<file path="src/design/assert_macros.svh">
// Assertion helpers shared by the allocator modules.
// Both macros sample on the rising edge of clk_i and stay quiet while rst_ni is low.
`ifndef ASSERT_MACROS_SVH
`define ASSERT_MACROS_SVH

// A property that must hold in every cycle.
`define FFSA_ASSERT(lbl, prop, msg) \
  lbl: assert property (@(posedge clk_i) disable iff (!rst_ni) (prop)) else $error(msg);

// A condition that, once seen, must be followed in the next cycle by another.
`define FFSA_ASSERT_NEXT(lbl, ante, cons, msg) \
  lbl: assert property (@(posedge clk_i) disable iff (!rst_ni) (ante) |=> (cons)) else $error(msg);

`endif

</file>
<file path="src/design/ffsa_pkg.sv">
`default_nettype none

package ffsa_pkg;

  localparam int SLOT_MAX   = 64;
  localparam int MASK_W     = 32;
  localparam int CAND_MAX   = 6;
  localparam int WIDTH_W    = 7;
  localparam int START_W    = 6;
  localparam int COUNT_W    = 3;
  localparam int PATH_W     = 3;
  localparam int SCAN_STEPS = WIDTH_W;

  localparam logic [WIDTH_W-1:0] CFG_RESET = 7'd64;

  typedef enum logic {
    OP_ALLOC   = 1'b0,
    OP_RELEASE = 1'b1
  } opcode_e;

  typedef enum logic [1:0] {
    ST_ALLOCATED = 2'd0,
    ST_BLOCKED   = 2'd1,
    ST_RELEASED  = 2'd2
  } status_e;

  typedef enum logic [1:0] {
    JOB_ALLOC   = 2'd0,
    JOB_RELEASE = 2'd1,
    JOB_BLOCKED = 2'd2
  } job_kind_e;

  typedef struct packed {
    logic                opcode;
    logic [WIDTH_W-1:0]  width;
    logic [START_W-1:0]  start_slot;
    logic [COUNT_W-1:0]  path_count;
    logic [MASK_W-1:0]   path_mask_0;
    logic [MASK_W-1:0]   path_mask_1;
    logic [MASK_W-1:0]   path_mask_2;
    logic [MASK_W-1:0]   path_mask_3;
    logic [MASK_W-1:0]   path_mask_4;
    logic [MASK_W-1:0]   path_mask_5;
  } req_t;

  typedef struct packed {
    status_e             status;
    logic [PATH_W-1:0]   chosen_path;
    logic [START_W-1:0]  first_slot;
  } res_t;

  // A classified command as it waits between the front and the back.
  typedef struct packed {
    job_kind_e                       kind;
    logic [WIDTH_W-1:0]              width;
    logic [SLOT_MAX-1:0]             range_mask;
    logic [SLOT_MAX-1:0]             rel_bits;
    logic [CAND_MAX-1:0][MASK_W-1:0] masks;
  } job_t;

  function automatic logic [SLOT_MAX-1:0] low_ones(input logic [7:0] n);
    logic [SLOT_MAX-1:0] r;
    for (int i = 0; i < SLOT_MAX; i++) begin
      r[i] = (8'(i) < n);
    end
    return r;
  endfunction

endpackage

`default_nettype wire

</file>
<file path="src/design/ffsa_queue.sv">
`default_nettype none
`include "assert_macros.svh"

module ffsa_queue import ffsa_pkg::*; (
  input  wire logic clk_i,
  input  wire logic rst_ni,
  input  wire logic push_i,
  input  wire job_t job_i,
  input  wire logic pop_i,
  output      logic full_o,
  output      logic valid_o,
  output      job_t job_o
);

  localparam int DEPTH = 2;

  job_t       ent_q [DEPTH];
  logic       wr_q;
  logic       rd_q;
  logic [1:0] count_q;

  assign full_o  = (count_q == 2'(DEPTH));
  assign valid_o = (count_q != '0);
  assign job_o   = ent_q[rd_q];

  always_ff @(posedge clk_i) begin
    if (push_i) begin
      ent_q[wr_q] <= job_i;
    end
  end

  always_ff @(posedge clk_i or negedge rst_ni) begin
    if (!rst_ni) begin
      wr_q    <= 1'b0;
      rd_q    <= 1'b0;
      count_q <= '0;
    end else begin
      if (push_i) begin
        wr_q <= ~wr_q;
      end
      if (pop_i) begin
        rd_q <= ~rd_q;
      end
      count_q <= count_q + 2'(push_i) - 2'(pop_i);
    end
  end

  `FFSA_ASSERT(a_no_overflow, !(push_i && full_o && !pop_i), "push into a full queue")
  `FFSA_ASSERT(a_no_underflow, !(pop_i && !valid_o), "pop from an empty queue")

endmodule

`default_nettype wire

</file>
<file path="config.mk">
export PLATFORM = sky130hd
export DESIGN_NAME = ffsa_queue
export DESIGN_NICKNAME = d
export VERILOG_FILES = /design/src/design/ffsa_pkg.sv /design/src/design/ffsa_queue.sv
export VERILOG_INCLUDE_DIRS = /design/src /design/src/design
export SDC_FILE = /design/constraint.sdc
export NUM_CORES = 1
export LEC_CHECK = 0
export BUFFER_PORTS_ARGS = -buffer_cell sky130_fd_sc_hd__buf_2
export CORE_AREA = 2 2 258 260
export DETAILED_ROUTE_END_ITERATION = 8
export DIE_AREA = 0 0 260 262
export PLACE_DENSITY_LB_ADDON = 0.2
export SLEW_MARGIN = 15
export SYNTH_ARGS = -nofsm -noshare
export SYNTH_HDL_FRONTEND = slang
export SYNTH_SLANG_ARGS = --single-unit
</file>
<file path="constraint.sdc">
create_clock -name clk_i -period 18.1 [get_ports clk_i]
set_input_delay 1.81 -clock clk_i [delete_from_list [all_inputs] [get_ports clk_i]]
set_output_delay 1.81 -clock clk_i [all_outputs]
set_load 0.01 [all_outputs]
</file>
**Word level (Yosys, flattened, before mapping)**

Memories as Yosys holds them, arrays and structs flattened.
Index checks and enable logic that the tools add are counted.

- Bitwise logic cells: 2
- Muxes and demuxes: 2
- Reductions and logical operators: 1
- Add/sub/neg operators: 2
- Eq/ne operators: 1

Operators with widths:

| kind | count |
|---|---|
| $add 2x1->2 | 1 |
| $eq 2x2->1 const B | 1 |
| $mux 1 | 2 |
| $not 1->1 | 2 |
| $reduce_bool 2->1 | 1 |
| $sub 2x1->2 | 1 |

- Memories kept: 1
- Flip-flop bits (word level): 4
- Word-level logic and storage cells: 12
- Output and inout port bits: 331
- Bits in writable memories: 658

Memory list:

| memory | depth | bits a word | read ports | clocked after Yosys merged registers in | write ports | line | text |
|---|---|---|---|---|---|---|---|
| ent_q | 2 | 329 | 1 | 0 | 1 | ffsa_queue.sv:17 | `job_t ent_q [DEPTH];` |

**Logic depth before layout (Yosys ltp)**

Gate-level depths: netlist (run 1).

- Depth after elaboration: 2
- Depth in mapped cells: 5

**Worst setup path before layout (run 1)**

Ideal clock, no wire load.

- Path type: input-to-reg
- Start: input push_i
- End: memory ent_q[0][0] in the netlist's numbering (enable)
- Library setup time: 1.066 ns
- Setup slack: 1.091 ns
- Path buffers: 0
- Arrival: 15.944 ns
- Cell stages on the path: 1
- Cell sequence: nor2b_1

- Cells in the longest elaborated chain, start to end: 2

Ends and longest elaborated chain:

| item | line | text |
|---|---|---|
| start, declared | ffsa_queue.sv:7 | `input wire logic push_i,` |
| $mux 1 | ffsa_queue.sv:27 | `if (push_i) begin` |
| $mux 1 (implied by the code) | ffsa_queue.sv:28 | `ent_q[wr_q] <= job_i;` |
| end, declared | ffsa_queue.sv:17 |  |

No other way between the ends.

==> metrics.csv, run 1 <==
metric,value,unit
CTS-repair resized insts,0,
Post-Route Utilization,48.4,%
crit-path max FO,60,
number of CTS-inserted buffers,71,
wire per inst,22.7,microns
switching fraction of total power,29.0,%
"non-filler cells, final",2688,
largest net degree at the start of global routing,119,
Core Area,65300,sq um
FMAX,0.147,GHz
final slew viol count,0,
Worst-path clk slew,60,ps
Post-Layout Inst Area,31600,sq um
Die Width,260,microns
I/O Pins,664,
max incr delay on CP,1060,ps
global-route wire length before repair,83000,microns
power per cell area,162,nW/um^2
startpoint class of the critical path,register,
DRT Pass-1 Iters,6,
R2R Setup Slk,14190,ps
critical path capture point type,output port,
CP most frequent cell,buf_4,
fin crit period,6820,ps
final hold vios,0,
Critical Path RT,16290,ps
Routed Antenna Nets,0,
Ys Warns,0,
met3 Use GR,6.68,%
combinational share of power,31.1,%
root buf cell,clkbuf_16,
reg2reg path depth,4,
grt met2 use,29.6,%
"CP delay by family, top",buffers and inverters,
worst path arrival time,5010,ps
Detailed Place HPWL,43200,microns
WP buf/inv,4,
GR Util met1,17.1,%
Reg2Reg Launch Point,wr_q,
LEAKAGE,12.6,nW
maxcap violations,0,
Worst path slowest cell,dfrtp_4,
pre-CTS worst setup slack,11860,ps
Setup CP Type,register to output port,
Psw,1.48,mW
synth-to-layout area growth,23.9,%
"Cell Area, Synth",25500,sq um
grt peak-use layer,met2,
Tot Pwr,5.11,mW
initial antenna violation count,27,
sequential share of the synthesized area,78.0,%
fin worst setup slack,11280,ps
layout cells sized above 1,61.0,%
"Cell Chain, Critical Path",buf_4 > buf_4 > buf_4 > mux2_4 > buf_2,
Port Buffers,663,
post-synthesis mux area share,19.0,%
most frequent cells in the layout,"buf_2 (663), edfxtp_1 (658), mux2_4 (300)",
placed instance count,2542,
register share of total power,42.0,%
vias per cell,4.63,
syn_nets,1374,
"commonest non-fill, non-tap cell in the layout",buf_2,
clock tree buffer depth,3,
full die area,68100,sq um
Clock Sinks,662,
Layout Nets,2087,
Clock Latency Late Sink,590,ps
hold_ws,548,ps
Netlist cell types,14,
Initial Utilization,39.0,%
total gr overflow,0,
final setup skew,22.3,ps
Slew @ Worst Pin,1160,ps
total wire length,60900,microns
Int Pwr,3.63,mW
final worst path period share,37.7,%
main combinational cell family by area after synthesis,multiplexers,
CTS tree,built,
total negative slack,0,ps
status,"complete, no violations",
# hold bufs at CTS,0,
Post-Synth XOR/XNOR Area,0.162,%
Synth Area in Simple Gates,0.0982,%
Initial DRC Count,723,
Clock Power Share,26.9,%
DIE HEIGHT,262,microns
GRT Util Overall,16.9,%
Setup-failing EPs final,0,
vias in the first global route,12907,
end of the worst hold path,wr_q,
GPL Wtd Cong,0.832,
Post-CTS Setup Bufs,0,
compound-gate portion of the synthesized area,0,%
Hold WC Path Type,register to register,
dpl cell area,29300,sq um
RSZ-0062 raised after global routing,false,
reg2reg end,ent_q[0][279],
"Avg Cell Area, Syn",24.5,sq um
H-tree levels,3,
Post-route DRC,0,
Synth Instances,1039,
Hold Path Depth,1,
peak supply drop,0.000104,V
Synth Area in Adders,0.0982,%
hold path start,wr_q,
Relative slew margins,22.8,%
Rows,94,
"flops & latches, synth",662,
via count,12440,
[final cells by class]
type	count	area [sq um]
Fill cell	5570	33700
Sequential cell	662	19900
Multi-Input combinational cell	338	4930
Timing Repair Buffer	677	3450
Clock buffer	88	1840
Tap cell	864	1080
Clock inverter	39	355
Antenna cell	18	45.0
Inverter	2	7.51
[power groups by stage]
stage               logic, mW  registers [mW]  clock network (mW)
global placement         1.60            2.17                   0
CTS                      1.61            2.15                1.42
floorplan                1.20            2.27                   0
detailed placement       1.61            2.18                   0
global route             1.68            2.17                1.47
finish                   1.59            2.14                1.38
[per-layer routing]
metal,share of wire [%],up-vias,wire length (microns)
met5,0.20,-,122
met4,3.7,18,2220
met2,54,423,32800
li1,-,5628,-
met3,8.4,129,5110
met1,34,6242,20600
[worst max path at each step]
| stage | startpoint | endpoint | slack, ps | depth (start not counted) |
|---|---|---|---|---|
| after detailed placement | rd_q | job_o[259] | 11860 | 5 |
| after floorplan | push_i | ent_q[0][0] | 1090 | 1 |
| after global routing | rd_q | job_o[267] | 11020 | 5 |
| after global placement | rd_q | job_o[284] | 11940 | 5 |
| final | rd_q | job_o[227] | 11280 | 5 |
| after CTS | rd_q | job_o[259] | 11210 | 5 |
[worst reg2reg max path, cell delays in order, from the launching register on]
cell	delay, ps
dfrtp_1	430
nor2b_4	550
buf_4	730
buf_4	820
buf_4	910
[cell usage after synthesis]
cell type	instances	share of area, %
edfxtp_1	658	78
mux2_4	300	18
buf_12	33	2.6
mux2_2	29	1.3
dfrtp_1	4	0.39
buf_2	3	0.059
ha_1	2	0.098
inv_1	2	0.029
nor2b_1	2	0.049
xor2_1	2	0.069
and2_1	1	0.025
buf_6	1	0.044
or2_2	1	0.025
xor3_1	1	0.093
[flip-flops by register name, summed over array words and instances, names as in the netlist]
name,cells
rd_q,1
ent_q,658
count_q,2
wr_q,1
[logic make-up after synthesis]
kind of cell / after synthesis
xor gates and xnor gates: 3
adders and majority gates: 2
buffers and inverters: 39
DFF: 662
muxes: 329
and+or+nand+nor: 4
Note: power is estimated with default switching activity, not from simulation.
==> inputs of run 2 (changes only) <==
- CORE_AREA: 2 2 258 260 -> 2 2 255 257
- DIE_AREA: 0 0 260 262 -> 0 0 257 259
- clock period: 18.1 -> 5.83 ns (I/O delays scaled with it)
==> run 2 against run 1 <==
  * Critical path depth down 2
  * Combinational power rose to 3.1 times the previous value
  * Highest routed layer unchanged
  * Count of clock-buffer cells in the layout up 2
  * Total power rose to 3.2 times the previous value
  * Largest power group unchanged
  * Routed wire length down 2.3%
==> metrics.csv, run 2 (synthesis results as in run 1) <==
metric,value,unit,change
status,"complete, no violations",,
Core Area,63900,sq um,-2.1%
Setup CP Type,register to output port,,
H-tree levels,3,,unchanged
"non-filler cells, final",2677,,-0.41%
maxcap violations,0,,unchanged
reg2reg path depth,2,,-2
clock tree buffer depth,3,,unchanged
full die area,66600,sq um,-2.3%
"Cell Chain, Critical Path",buf_12 > mux2_4 > buf_2,,
global-route wire length before repair,84300,microns,+1.5%
vias per cell,4.65,,+0.50%
max reg flops,658,,unchanged
Worst Setup EP,job_o[35],,
Setup-failing EPs final,0,,unchanged
initial antenna violation count,24,,-11%
largest net degree at the start of global routing,157,,+32%
root buf cell,clkbuf_16,,
DRT Pass-1 Iters,5,,-1
Clock Sinks,662,,unchanged
crit-path max FO,109,,+82%
hold path start,job_i[247],,
final slew viol count,0,,unchanged
met3 Use GR,5.87,%,-0.82 points
peak supply drop,0.000398,V,+280%
Layout Nets,2085,,-0.096%
critical path capture point type,output port,,
synth-to-layout area growth,24.7,%,
vias in the first global route,13082,,+1.4%
Detailed Place HPWL,41600,microns,-3.5%
Initial DRC Count,774,,+7.1%
R2R Setup Slk,3490,ps,-10700 ps
hold_ws,170,ps,-378 ps
"commonest non-fill, non-tap cell in the layout",buf_2,,
wire per inst,22.2,microns,-1.9%
Reg2Reg Launch Point,wr_q,,
FMAX,0.298,GHz,
layout cells sized above 1,61.3,%,+0.30 points
fin crit period,3350,ps,
grt met2 use,30.3,%,+0.68 points
CP startpoint,rd_q,,
total gr overflow,0,,unchanged
Die Width,257,microns,-1.2%
CTS tree,built,,
max incr delay on CP,810,ps,-250 ps
worst path arrival time,2770,ps,-2240 ps
DIE HEIGHT,259,microns,-1.1%
Tot Pwr,16.1,mW,+220%
most frequent cells in the layout,"buf_2 (663), edfxtp_1 (658), mux2_4 (300)",,
Reg with most FFs,ent_q,,
Routed Antenna Nets,0,,unchanged
I/O Pins,664,,unchanged
GPL Wtd Cong,0.822,,-1.1%
Slew @ Worst Pin,1140,ps,-12.8 ps
Critical Path RT,5250,ps,-11040 ps
fin worst setup slack,2480,ps,-8800 ps
Post-CTS Setup Bufs,0,,unchanged
final hold vios,0,,unchanged
LEAKAGE,12.7,nW,+0.70%
Post-route DRC,0,,unchanged
final worst path period share,57.5,%,
Worst path slowest cell,dfrtp_4,,
Clock Latency Late Sink,600,ps,about the same
RSZ-0062 raised after global routing,false,,
final setup skew,21.3,ps,-0.957 ps
footprint of the multi-input gates,4930,sq um,unchanged
Initial Utilization,39.9,%,+0.85 points
top flop regs,"ent_q: 658 flops, count_q: 2 flops",,
Fillers,5366,,-3.7%
number of CTS-inserted buffers,71,,unchanged
power per cell area,507,nW/um^2,+210%
via count,12451,,+0.088%
Hold WC Path Type,input pin to register,,
GR Util met1,18.4,%,+1.3 points
Rows,93,,-1.1%
Relative slew margins,23.7,%,+0.86 points
Worst-path clk slew,60,ps,about the same
startpoint class of the critical path,register,,
GRT Util Overall,17.2,%,+0.29 points
pre-CTS worst setup slack,3100,ps,-8760 ps
Port Buffers,663,,unchanged
sequential standard cell area,19900,sq um,unchanged
reg2reg end,ent_q[1][136],,
placed instance count,2531,,-0.43%
total wire length,59500,microns,-2.3%
grt peak-use layer,met2,,
[run 2: metrics by stage]
stage	instance area (sq um)	utilization (%)	setup TNS, ps
after detailed placement	29300	45.9	0
after global placement	29300	45.9	0
after CTS	31700	49.7	0
final	31800	49.7	0
after floorplan	25500	-	-34500
after global routing	31800	49.7	0
[run 2: worst min path at each step]
stage / to / depth (start not counted)
2_1_floorplan: count_q[0] / 0
3_3_place_gp: wr_q / 1
5_1_grt: ent_q[1][197] / 1
4_1_cts: ent_q[0][239] / 1
3_5_place_dp: wr_q / 1
6_report: ent_q[0][247] / 1
[run 2: cell type report]
type | instances | share of cell area, %
diodes | 15 | 0.118
clock buffers | 90 | 6.08
multi-input cells | 338 | 15.5
repair buffers | 675 | 11.0
well taps | 855 | 3.37
flip-flops and latches | 662 | 62.5
clock inverters | 40 | 1.36
inverters | 2 | 0.0236
[run 2: worst max-delay path: cells and delay by family, from the launching register on]
family / cells / cell delay (ps)
buffers and inverters: 2 / 720
flip-flops: 1 / 810
multiplexers: 1 / 360
[run 2: metal layers]
| metal | vias to the layer above | share of wire (%) |
|---|---|---|
| met4 | 14 | 3.5 |
| met1 | 6242 | 36 |
| li1 | 5614 | - |
| met5 | - | 0.15 |
| met3 | 125 | 7.7 |
| met2 | 456 | 53 |
[run 2: timing repair]
action	4_1_cts	5_1_grt
hold endpoints to repair	4	0
hold buffers	1	0
setup endpoints to repair	0	0
gates resized for setup	0	0
[run 2: power by group]
part | internal, mW | switching [mW] | total [mW] | leakage (nW)
Sequential | 6.33 | 0.285 | 6.62 | 6.22
Combinational | 2.42 | 2.54 | 4.96 | 5.33
Clock | 2.75 | 1.78 | 4.53 | 1.16
