### src/design/assert_macros.svh
// Assertion helpers shared by the allocator modules.
// Both macros sample on the rising edge of clk_i and stay quiet while rst_ni is low.
`ifndef ASSERT_MACROS_SVH
`define ASSERT_MACROS_SVH

// A property that must hold in every cycle.
`define FFSA_ASSERT(lbl, prop, msg) \
  lbl: assert property (@(posedge clk_i) disable iff (!rst_ni) (prop)) else $error(msg);

// A condition that, once seen, must be followed in the next cycle by another.
`define FFSA_ASSERT_NEXT(lbl, ante, cons, msg) \
  lbl: assert property (@(posedge clk_i) disable iff (!rst_ni) (ante) |=> (cons)) else $error(msg);

`endif

### src/design/ffsa_pkg.sv
`default_nettype none

package ffsa_pkg;

  localparam int SLOT_MAX   = 64;
  localparam int MASK_W     = 32;
  localparam int CAND_MAX   = 6;
  localparam int WIDTH_W    = 7;
  localparam int START_W    = 6;
  localparam int COUNT_W    = 3;
  localparam int PATH_W     = 3;
  localparam int SCAN_STEPS = WIDTH_W;

  localparam logic [WIDTH_W-1:0] CFG_RESET = 7'd64;

  typedef enum logic {
    OP_ALLOC   = 1'b0,
    OP_RELEASE = 1'b1
  } opcode_e;

  typedef enum logic [1:0] {
    ST_ALLOCATED = 2'd0,
    ST_BLOCKED   = 2'd1,
    ST_RELEASED  = 2'd2
  } status_e;

  typedef enum logic [1:0] {
    JOB_ALLOC   = 2'd0,
    JOB_RELEASE = 2'd1,
    JOB_BLOCKED = 2'd2
  } job_kind_e;

  typedef struct packed {
    logic                opcode;
    logic [WIDTH_W-1:0]  width;
    logic [START_W-1:0]  start_slot;
    logic [COUNT_W-1:0]  path_count;
    logic [MASK_W-1:0]   path_mask_0;
    logic [MASK_W-1:0]   path_mask_1;
    logic [MASK_W-1:0]   path_mask_2;
    logic [MASK_W-1:0]   path_mask_3;
    logic [MASK_W-1:0]   path_mask_4;
    logic [MASK_W-1:0]   path_mask_5;
  } req_t;

  typedef struct packed {
    status_e             status;
    logic [PATH_W-1:0]   chosen_path;
    logic [START_W-1:0]  first_slot;
  } res_t;

  // A classified command as it waits between the front and the back.
  typedef struct packed {
    job_kind_e                       kind;
    logic [WIDTH_W-1:0]              width;
    logic [SLOT_MAX-1:0]             range_mask;
    logic [SLOT_MAX-1:0]             rel_bits;
    logic [CAND_MAX-1:0][MASK_W-1:0] masks;
  } job_t;

  function automatic logic [SLOT_MAX-1:0] low_ones(input logic [7:0] n);
    logic [SLOT_MAX-1:0] r;
    for (int i = 0; i < SLOT_MAX; i++) begin
      r[i] = (8'(i) < n);
    end
    return r;
  endfunction

endpackage

`default_nettype wire

### src/design/ffsa_front.sv
`default_nettype none

module ffsa_front import ffsa_pkg::*; #(
  parameter int SLOTS      = 64,
  parameter int CANDIDATES = 6,
  parameter int LINKS      = 32
) (
  input  wire logic               clk_i,
  input  wire logic               rst_ni,
  input  wire logic               start_i,
  input  wire req_t               req_i,
  input  wire logic               full_i,
  input  wire logic               cfg_valid_i,
  input  wire logic [WIDTH_W-1:0] cfg_data_i,
  output      logic               push_o,
  output      job_t               job_o
);

  logic [WIDTH_W-1:0]              cfg_q;
  logic [WIDTH_W-1:0]              rng;
  logic [SLOT_MAX-1:0]             rmask;
  logic [7:0]                      sum_w;
  logic [7:0]                      end_w;
  logic [COUNT_W-1:0]              count;
  logic [SLOT_MAX-1:0]             lnk_full;
  logic [MASK_W-1:0]               lnk;
  logic [CAND_MAX-1:0][MASK_W-1:0] pm;
  logic                            blocked;

  always_ff @(posedge clk_i or negedge rst_ni) begin
    if (!rst_ni) begin
      cfg_q <= CFG_RESET;
    end else if (cfg_valid_i) begin
      cfg_q <= cfg_data_i;
    end
  end

  assign push_o = start_i && !full_i;

  always_comb begin
    rng      = (cfg_q > WIDTH_W'(SLOTS)) ? WIDTH_W'(SLOTS) : cfg_q;
    rmask    = low_ones({1'b0, rng});
    lnk_full = low_ones(8'(LINKS));
    lnk      = lnk_full[MASK_W-1:0];
    sum_w    = {2'b00, req_i.start_slot} + {1'b0, req_i.width};
    end_w    = (sum_w > {1'b0, rng}) ? {1'b0, rng} : sum_w;
    count = (req_i.path_count > COUNT_W'(CANDIDATES)) ? COUNT_W'(CANDIDATES)
                                                      : req_i.path_count;
    pm[0] = req_i.path_mask_0;
    pm[1] = req_i.path_mask_1;
    pm[2] = req_i.path_mask_2;
    pm[3] = req_i.path_mask_3;
    pm[4] = req_i.path_mask_4;
    pm[5] = req_i.path_mask_5;
    blocked = (req_i.width == '0) || (req_i.width > rng) || (count == '0);

    job_o            = '0;
    job_o.width      = req_i.width;
    job_o.range_mask = rmask;
    if (opcode_e'(req_i.opcode) == OP_RELEASE) begin
      job_o.kind     = JOB_RELEASE;
      job_o.masks[0] = pm[0] & lnk;
      if ({1'b0, req_i.start_slot} < rng && req_i.width != '0) begin
        job_o.rel_bits = low_ones(end_w) & ~low_ones({2'b00, req_i.start_slot}) & rmask;
      end
    end else begin
      job_o.kind = blocked ? JOB_BLOCKED : JOB_ALLOC;
      // Candidates past the count become empty masks, which the back skips.
      for (int k = 0; k < CAND_MAX; k++) begin
        job_o.masks[k] = (COUNT_W'(k) < count) ? (pm[k] & lnk) : '0;
      end
    end
  end

endmodule

`default_nettype wire

### config.mk
export PLATFORM = sky130hd
export DESIGN_NAME = ffsa_front
export DESIGN_NICKNAME = d
export VERILOG_FILES = /design/src/design/assert_macros.svh /design/src/design/ffsa_pkg.sv /design/src/design/ffsa_front.sv
export SDC_FILE = /design/constraint.sdc
export NUM_CORES = 1
export LEC_CHECK = 0
export ABC_AREA = 0
export BUFFER_PORTS_ARGS = -buffer_cell sky130_fd_sc_hd__buf_2
export CAP_MARGIN = 10
export CELL_PAD_IN_SITES_DETAIL_PLACEMENT = 1
export CELL_PAD_IN_SITES_GLOBAL_PLACEMENT = 2
export CORE_AREA = 2 2 211 213
export DETAILED_ROUTE_END_ITERATION = 10
export DIE_AREA = 0 0 213 215
export GPL_TIMING_DRIVEN = 0
export PLACE_DENSITY = 0.62
export SLEW_MARGIN = 20
export SYNTH_ARGS = -nofsm -noshare
export SYNTH_HDL_FRONTEND = slang
export SYNTH_SLANG_ARGS = --single-unit
### constraint.sdc
create_clock -name clk_i -period 6.36 [get_ports clk_i]
set_clock_uncertainty 0.1 [all_clocks]
set_input_delay 0.954 -clock clk_i [delete_from_list [all_inputs] [get_ports clk_i]]
set_output_delay 0.954 -clock clk_i [all_outputs]
set_load 0.01 [all_outputs]
---- Word-level counts from Yosys, hierarchy flattened ----
Cells that the tools add are included.
storage, ports and cells
  flip-flop bits (word level) ............. 7
  logic and storage cells ................. 230
operators by class
  $add $sub $neg .......................... 1
  order comparisons ....................... 202
  multiplexer cells ....................... 15
  bitwise gates (word level) .............. 3
  reduce and logical (&&, ||, !) cells .... 8
operators by type and width
  cell                                                                          count
  6-bit by 8-bit less-than comparator with 1-bit output (first input constant)  32
  6-bit by 7-bit less-than comparator with 1-bit output (first input constant)  32
  32-bit 2-to-1 mux                                                             7
  6-bit less-than comparator (first input constant)                             31
  160-bit 2-to-1 mux                                                            1
  64-bit bitwise AND                                                            2
  5-bit by 8-bit less-than comparator with 1-bit output (first input constant)  16
  64-bit 2-to-1 mux                                                             2
  5-bit by 7-bit less-than comparator with 1-bit output (first input constant)  16
  5-bit by 6-bit less-than comparator with 1-bit output (first input constant)  16
  4-bit by 8-bit less-than comparator with 1-bit output (first input constant)  8
  63-bit NOT with 64-bit output                                                 1
  4-bit by 7-bit less-than comparator with 1-bit output (first input constant)  8
  4-bit by 6-bit less-than comparator with 1-bit output (first input constant)  8
  3-bit by 8-bit less-than comparator with 1-bit output (first input constant)  4
  3-bit by 7-bit less-than comparator with 1-bit output (first input constant)  4
  3-bit by 6-bit less-than comparator with 1-bit output (first input constant)  4
  1-bit by 8-bit less-than comparator with 1-bit output (first input constant)  2
  2-bit by 8-bit less-than comparator with 1-bit output (first input constant)  2
  1-bit by 7-bit less-than comparator with 1-bit output (first input constant)  2
  2-bit by 7-bit less-than comparator with 1-bit output (first input constant)  2
  1-bit by 6-bit less-than comparator with 1-bit output (first input constant)  2
  2-bit by 6-bit less-than comparator with 1-bit output (first input constant)  2
  6-bit by 7-bit adder with 8-bit output                                        1
  other kinds (18)                                                              24

---- Depth between registers and ports, before layout ----
Gate-level depths: netlist of the first run.
  depth after elaboration ................. 9
  gate-level depth with buffers ........... 15
  mapped depth without buffers ............ 13

---- Worst setup path before layout of the first run ----
No wires, ideal clock.
  path type ............................... input port to output port
  from .................................... in req_i[195] (netlist name)
  to ...................................... out job_o[250] (netlist name)
  arrival time ............................ 4.462 ns
  path slack .............................. 0.844 ns
  stages on the path ...................... 14
  cell sequence ........................... ha_1 -> fa_1 -> a211o_1 -> a21o_1 -> and2_1 -> clkbuf_1 -> ha_1 -> and3_1 -> a221o_1 -> o21a_1 -> nor2_2 -> buf_6 -> o31ai_4 -> a2111oi_0
RTL lines
  element             line              source
  start: declaration  ffsa_front.sv:11  input wire req_t req_i,
  end: declaration    ffsa_front.sv:16  output job_t job_o

==> results of run 1 <==
[cell usage after synthesis, types with 6 or more instances]
cell	count
ha_1	25
nor3_1	24
nand3_1	26
mux2i_1	8
nor2b_1	41
a31oi_1	7
a211oi_1	27
nor2_1	46
nand2_1	92
and2_1	133
a21o_1	7
and3_1	36
buf_2	10
clkbuf_1	51
a2111oi_2	12
mux2_2	7
o211ai_1	11
o21a_1	11
buf_4	10
dfrtp_1	6
inv_1	28
o21ai_0	50
a21oi_1	31
[logic make-up after synthesis]
group | share of synthesized area
simple gates | 0.471
compound gates | 0.298
buf+inv | 0.0934
fa+ha+maj | 0.0650
mux | 0.0340
flops | 0.0345
xor+xnor | 0.00342
[repair_timing]
item | CTS | global route
resized for setup | 10 | 13
setup buffers | 0 | 3
endpoints found under the setup margin | 33 | 41
pin swaps | 1 | 3
hold buffers | 0 | 0
[per-stage QoR]
step                      total power, uW  utilization
final                                1280        0.202
after global routing                 1360        0.201
after CTS                            1260        0.200
after detailed placement             1140        0.197
after global placement               1130        0.197
after floorplan                       620            -
[worst min path at each step]
| stage | end | slack [ps] | cells past startpoint |
|---|---|---|---|
| floorplan | cfg_q[0] | 530 | 2 |
| global route | cfg_q[3] | 460 | 1 |
| detailed placement | cfg_q[0] | 670 | 2 |
| CTS | cfg_q[0] | 460 | 1 |
| global placement | cfg_q[0] | 670 | 2 |
| finish | cfg_q[3] | 460 | 1 |
[layer usage]
metal | track usage | share of wire | vias up
met4 | 0.0100 | 0.0058 | 0
met3 | 0.0682 | 0.094 | 38
met1 | 0.312 | 0.43 | 4387
li1 | - | - | 3956
met2 | 0.396 | 0.47 | 478
met5 | 0 | 0 | -
[power groups by stage]
stage | combinational [uW] | sequential (uW) | clock [uW]
2_1_floorplan | 567 | 53.4 | 0
3_5_place_dp | 1080 | 56.7 | 0
6_report | 1120 | 56.3 | 107
3_3_place_gp | 1080 | 56.9 | 0
4_1_cts | 1100 | 56.3 | 108
5_1_grt | 1190 | 57.0 | 111
[worst register-to-register path, delay by kind of cell, from the launching register on]
kind,cells,cell delay [ps]
buffers and inverters,2,1090
DFF,1,490
muxes,1,290
[final cells by class]
| cell class | instances | area, um2 | area share |
|---|---|---|---|
| multi-input cells | 689 | 4550 | 0.516 |
| plain buffers | 74 | 365 | 0.0415 |
| flip-flops and latches | 7 | 176 | 0.0200 |
| inverters | 31 | 116 | 0.0132 |
| clock buffers | 4 | 78.8 | 0.00895 |
| well taps | 592 | 741 | 0.0841 |
| repair buffers | 551 | 2770 | 0.314 |
| diodes | 8 | 20.0 | 0.00227 |
==> impl_metrics.csv, run 1 <==
group,metric,value,unit
outcome,status,"finished clean",
layout,fillers,5544,
setup_path,criticalPathCategory,"input pin to primary output",
pwr,ir_drop,0.0000581,V
sta,fin_ws,132,ps
placed_design,place_congestion,0.952,
clock_network,cts.sinks,7,
pwr,p_sw_frac,0.612,
synthesis,synth_async_sr_flop_share,1.00,
layout,fin_nets,1604,
synthesis,yosysUniqueCellTypes,74,
layout,layout-drive-gt1-share,0.473,
synthesis,synth_ff_type,"dfrtp_1",
layout,largest_reg_flops,7,
placed_design,hpwl,49600,um
placed_design,numPortBuffers,548,
grt,grt_pass1_wl,76100,um
route,dr.pass1.iters,5,
clock_network,cts_buffer_depth,2,
layout,reg_top3,"cfg_q (7)",
setup_path,cpMaxStageDelayCell,"a2111oi_1",
route,drt-vias-per-instance,4.53,
sta,rsz0062_at_grt,"false",
sta,finalCritPeriodShare,0.979,
grt,grt_pass1_vias,9040,
pwr,comb_power_share,0.873,
sta,relSlewSlack,0.258,
placed_design,post_dp_cell_area,8600,um2
route,wl,56500,um
pwr,power.leakage,0.00457,uW
synthesis,ys_seq_area_frac,0.0345,
synthesis,ys_ff_latch,7,
sta,min_period,6230,ps
synthesis,yosysWarningCount,0,
synthesis,synth_area_leader_cell,"and2_1",
synthesis,synth.area.top_cells,"and2_1 (16%), nand2_1 (6.7%), ha_1 (6.1%)",
pwr,p_int,499,uW
route,drc,0,
synthesis,netlist_instances,802,
synthesis,synth_top_area_frac,0.163,
route,wl_per_cell,28.9,um
synthesis,syn_avg_cell_area,6.38,um2
setup_path,path_depth,13,
setup_path,start_kind,"input pin",
setup_path,r2r-end,"cfg_q[4]",
synthesis,synth_area,5120,um2
placed_design,dp.cells,1942,
setup_path,crit_fanout,7,
worst_hold_path,hp-class,"input pin to asynchronous set/reset pin",
setup_path,path_buf_inv,3,
clock_network,cts_tree,"yes",
layout,registers.top_by_ff_count,"cfg_q",
grt,overflow,0,
route,drt.antenna.violating_nets,0,
setup_path,rr_worst_depth,3,
sta,drv_slew,0,
sta,tns,0,ps
floorplan,die_w,213,um
setup_path,ff2ff_setup_slack,4320,ps
floorplan,rows,77,
clock_network,cts_buffers,3,
setup_path,worstPathArrival,5170,ps
floorplan,start_util,0.117,
clock_network,insertion_delay,230,ps
placed_design,place_ws,-223,ps
route,drtIter0Drc,562,
clock_network,cts-root-buf,"clkbuf_16",
setup_path,max_stage_delay,620,ps
sta,setup_viol,0,
grt,grt.total_usage,0.236,
setup_path,crit_family,"compound AO/OA/AOI/OAI gates",
grt,grt_max_degree,11,
layout,stdcell_area,8810,um2
clock_network,cts.clk_slew.worst_paths,40,ps
setup_path,reg2reg_from,"cfg_q[4]",
floorplan,ios,551,
setup_path,crit_path_end,"job_o[247]",
route,dr_total_vias,8859,
layout,final_cell_mix,"buf_2 (555), and2_1 (133), nand2_1 (92), clkbuf_1 (51), o21ai_0 (50)",
sta,tightest_slew,1110,ps
layout,area_growth,72.2,%
sta,max_freq,161,MHz
clock_network,h-tree-depth,1,
pwr,pwr_density_cell,146,nW/um2
grt,antenna_found_initial,24,
setup_path,cp.required,5310,ps
floorplan,coreArea,43600,um2
layout,final_cell_count_no_fill,1956,
setup_path,path_cells,"buf_2, ha_1, fa_2, xnor2_1, inv_1, ha_1, a21o_1, a221o_1, o21a_2, nor4_2, a32oi_2, a2111oi_1, buf_2",
synthesis,synth_nets,1049,
setup_path,setup.worst_path.start,"req_i[195]",
floorplan,dieArea,45800,um2
pwr,clockPowerShare,0.083,
setup_path,end_kind,"primary output",
pwr,p_switching,785,uW
floorplan,die_y,215,um
sta,hold_ws,455,ps
job,maxCapViolations,0,
layout,final_common_cell,"buf_2",
synthesis,synth_enable_flop_cells,0,
pwr,seqPwrFrac,0.044,
sta,timing.final.hold_violations,0,
Note: power is estimated with default switching activity, not from simulation.
==> run 2, diff against run 1 <==
--- a/config.mk
+++ b/config.mk
@@ -10,11 +10,11 @@
 export CAP_MARGIN = 10
 export CELL_PAD_IN_SITES_DETAIL_PLACEMENT = 1
 export CELL_PAD_IN_SITES_GLOBAL_PLACEMENT = 2
-export CORE_AREA = 2 2 211 213
+export CORE_AREA = 5 5 208 210
 export DETAILED_ROUTE_END_ITERATION = 10
 export DIE_AREA = 0 0 213 215
 export GPL_TIMING_DRIVEN = 0
-export PLACE_DENSITY = 0.62
+export PLACE_DENSITY = 0.65
 export SLEW_MARGIN = 20
 export SYNTH_ARGS = -nofsm -noshare
 export SYNTH_HDL_FRONTEND = slang
==> impl_metrics.csv, run 2 (same netlist as run 1, synthesis figures left out) <==
group,metric,value,unit
sta,tightest_slew,1050,ps
layout,layout-drive-gt1-share,0.474,
clock_network,cts-root-buf,"clkbuf_16",
pwr,comb_power_share,0.875,
pwr,power.leakage,0.00457,uW
layout,largest_reg_flops,7,
placed_design,numPortBuffers,548,
sta,max_freq,159,MHz
layout,reg_top3,"cfg_q (7)",
grt,antenna_found_initial,32,
clock_network,cts.clk_slew.worst_paths,40,ps
clock_network,postCtsHoldBufs,0,
clock_network,cts.sinks,7,
placed_design,dp.cells,1889,
route,dr_total_vias,8914,
layout,final_cell_count_no_fill,1900,
floorplan,coreArea,41400,um2
sta,finalCritPeriodShare,0.990,
setup_path,criticalPathCategory,"input pin to primary output",
job,maxCapViolations,0,
setup_path,cp.required,5310,ps
pwr,ir_drop,0.0000592,V
floorplan,rows,75,
layout,registers.top_by_ff_count,"cfg_q",
setup_path,worstPathArrival,5240,ps
grt,grt_max_degree,11,
sta,relSlewSlack,0.293,
setup_path,end_kind,"primary output",
floorplan,die_y,215,um
clock_network,cts_buffers,3,
grt,grt_pass1_vias,9277,
layout,area_growth,70.9,%
floorplan,start_util,0.124,
pwr,clockPowerShare,0.082,
worst_hold_path,hp-class,"input pin to asynchronous set/reset pin",
clock_network,insertion_delay,230,ps
outcome,status,"finished clean",
clock_network,h-tree-depth,1,
floorplan,ios,551,
route,dr.pass1.iters,7,
pwr,pwr_density_cell,148,nW/um2
pwr,seqPwrFrac,0.043,
placed_design,place_congestion,0.973,
floorplan,die_w,213,um
grt,overflow,0,
route,drt-vias-per-instance,4.69,
sta,tns,0,ps
placed_design,hpwl,52600,um
route,wl,59500,um
pwr,p_int,497,uW
layout,final_cell_mix,"buf_2 (556), and2_1 (133), nand2_1 (92), clkbuf_1 (50), o21ai_0 (50)",
sta,min_period,6290,ps
route,wl_per_cell,31.3,um
clock_network,cts_tree,"yes",
setup_path,ff2ff_setup_slack,4400,ps
pwr,p_switching,798,uW
layout,final_common_cell,"buf_2",
route,drc,0,
layout,fillers,5291,
setup_path,start_kind,"input pin",
layout,multi_input_area,4570,um2
grt,grt_pass1_wl,79700,um
clock_network,cts_buffer_depth,2,
sta,hold_ws,450,ps
layout,seqCellArea,176,um2
sta,drv_slew,0,
route,drt.antenna.violating_nets,0,
sta,setup_viol,0,
layout,fin_nets,1602,
pwr,p_sw_frac,0.616,
route,drtIter0Drc,769,
grt,grt.total_usage,0.245,
floorplan,dieArea,45800,um2
setup_path,crit_fanout,10,
sta,timing.final.hold_violations,0,
[run 2: path summary, 6_finish.rpt]
kind                               to  startpoint  cells after the start
min                          cfg_q[3]      rst_ni                      1
min reg2reg                  cfg_q[0]    cfg_q[0]                      2
max reg2reg                  cfg_q[4]    cfg_q[4]                      3
min in group clk_i           cfg_q[0]    cfg_q[0]                      2
max                        job_o[239]  req_i[195]                     16
max in group asynchronous    cfg_q[6]      rst_ni                      1
[run 2: repair_timing]
item,4_1_cts,5_1_grt
pin swaps,1,2
endpoints found under the setup margin,32,48
gates resized for setup,11,11
setup buffers,0,1
[run 2: power by group through the flow]
| stage | Sequential (uW) | Clock (uW) | Combinational (uW) |
|---|---|---|---|
| floorplan | 53.4 | 0 | 567 |
| global placement | 56.1 | 0 | 1090 |
| detailed placement | 56.1 | 0 | 1090 |
| CTS | 55.8 | 108 | 1110 |
| global route | 56.1 | 112 | 1190 |
| finish | 55.9 | 106 | 1130 |
[run 2: critical path: stages]
cell and delay (ps):
buf_2 170, ha_1 260, fa_2 390, a211o_1 350, a311oi_2 270, o211ai_1 180
clkinv_1 120, ha_1 240, and3_1 230, a221o_1 360, o21a_2 270, nor4_2 260
a32oi_2 190, buf_4 290, nor4b_4 450, buf_2 240
[run 2: final cells by class]
type                       count  share of cell area
timing repair buffer         549               0.314
clock inverter                 1            0.000572
multi-input combinational    689               0.522
clock buffer                   3             0.00858
inverter                      31              0.0133
antenna                        7             0.00200
buffer                        74              0.0415
tap                          539              0.0771
sequential                     7              0.0202
[run 2: stage by stage]
step	cell area (um2)	utilization	power, uW	worst slack [ps]
6_report	8740	0.211	1290	66.1
5_1_grt	8730	0.211	1360	-23.5
4_1_cts	8670	0.210	1270	15.1
3_5_place_dp	8540	0.206	1150	-287
3_3_place_gp	8530	0.206	1140	-551
2_1_floorplan	5120	-	620	844
[run 2: layer usage]
metal / GRT usage / routed length [um]
met4: 0.00960 / 802
met3: 0.0648 / 5230
met5: 0 / 25
met1: 0.311 / 24100
met2: 0.437 / 29300
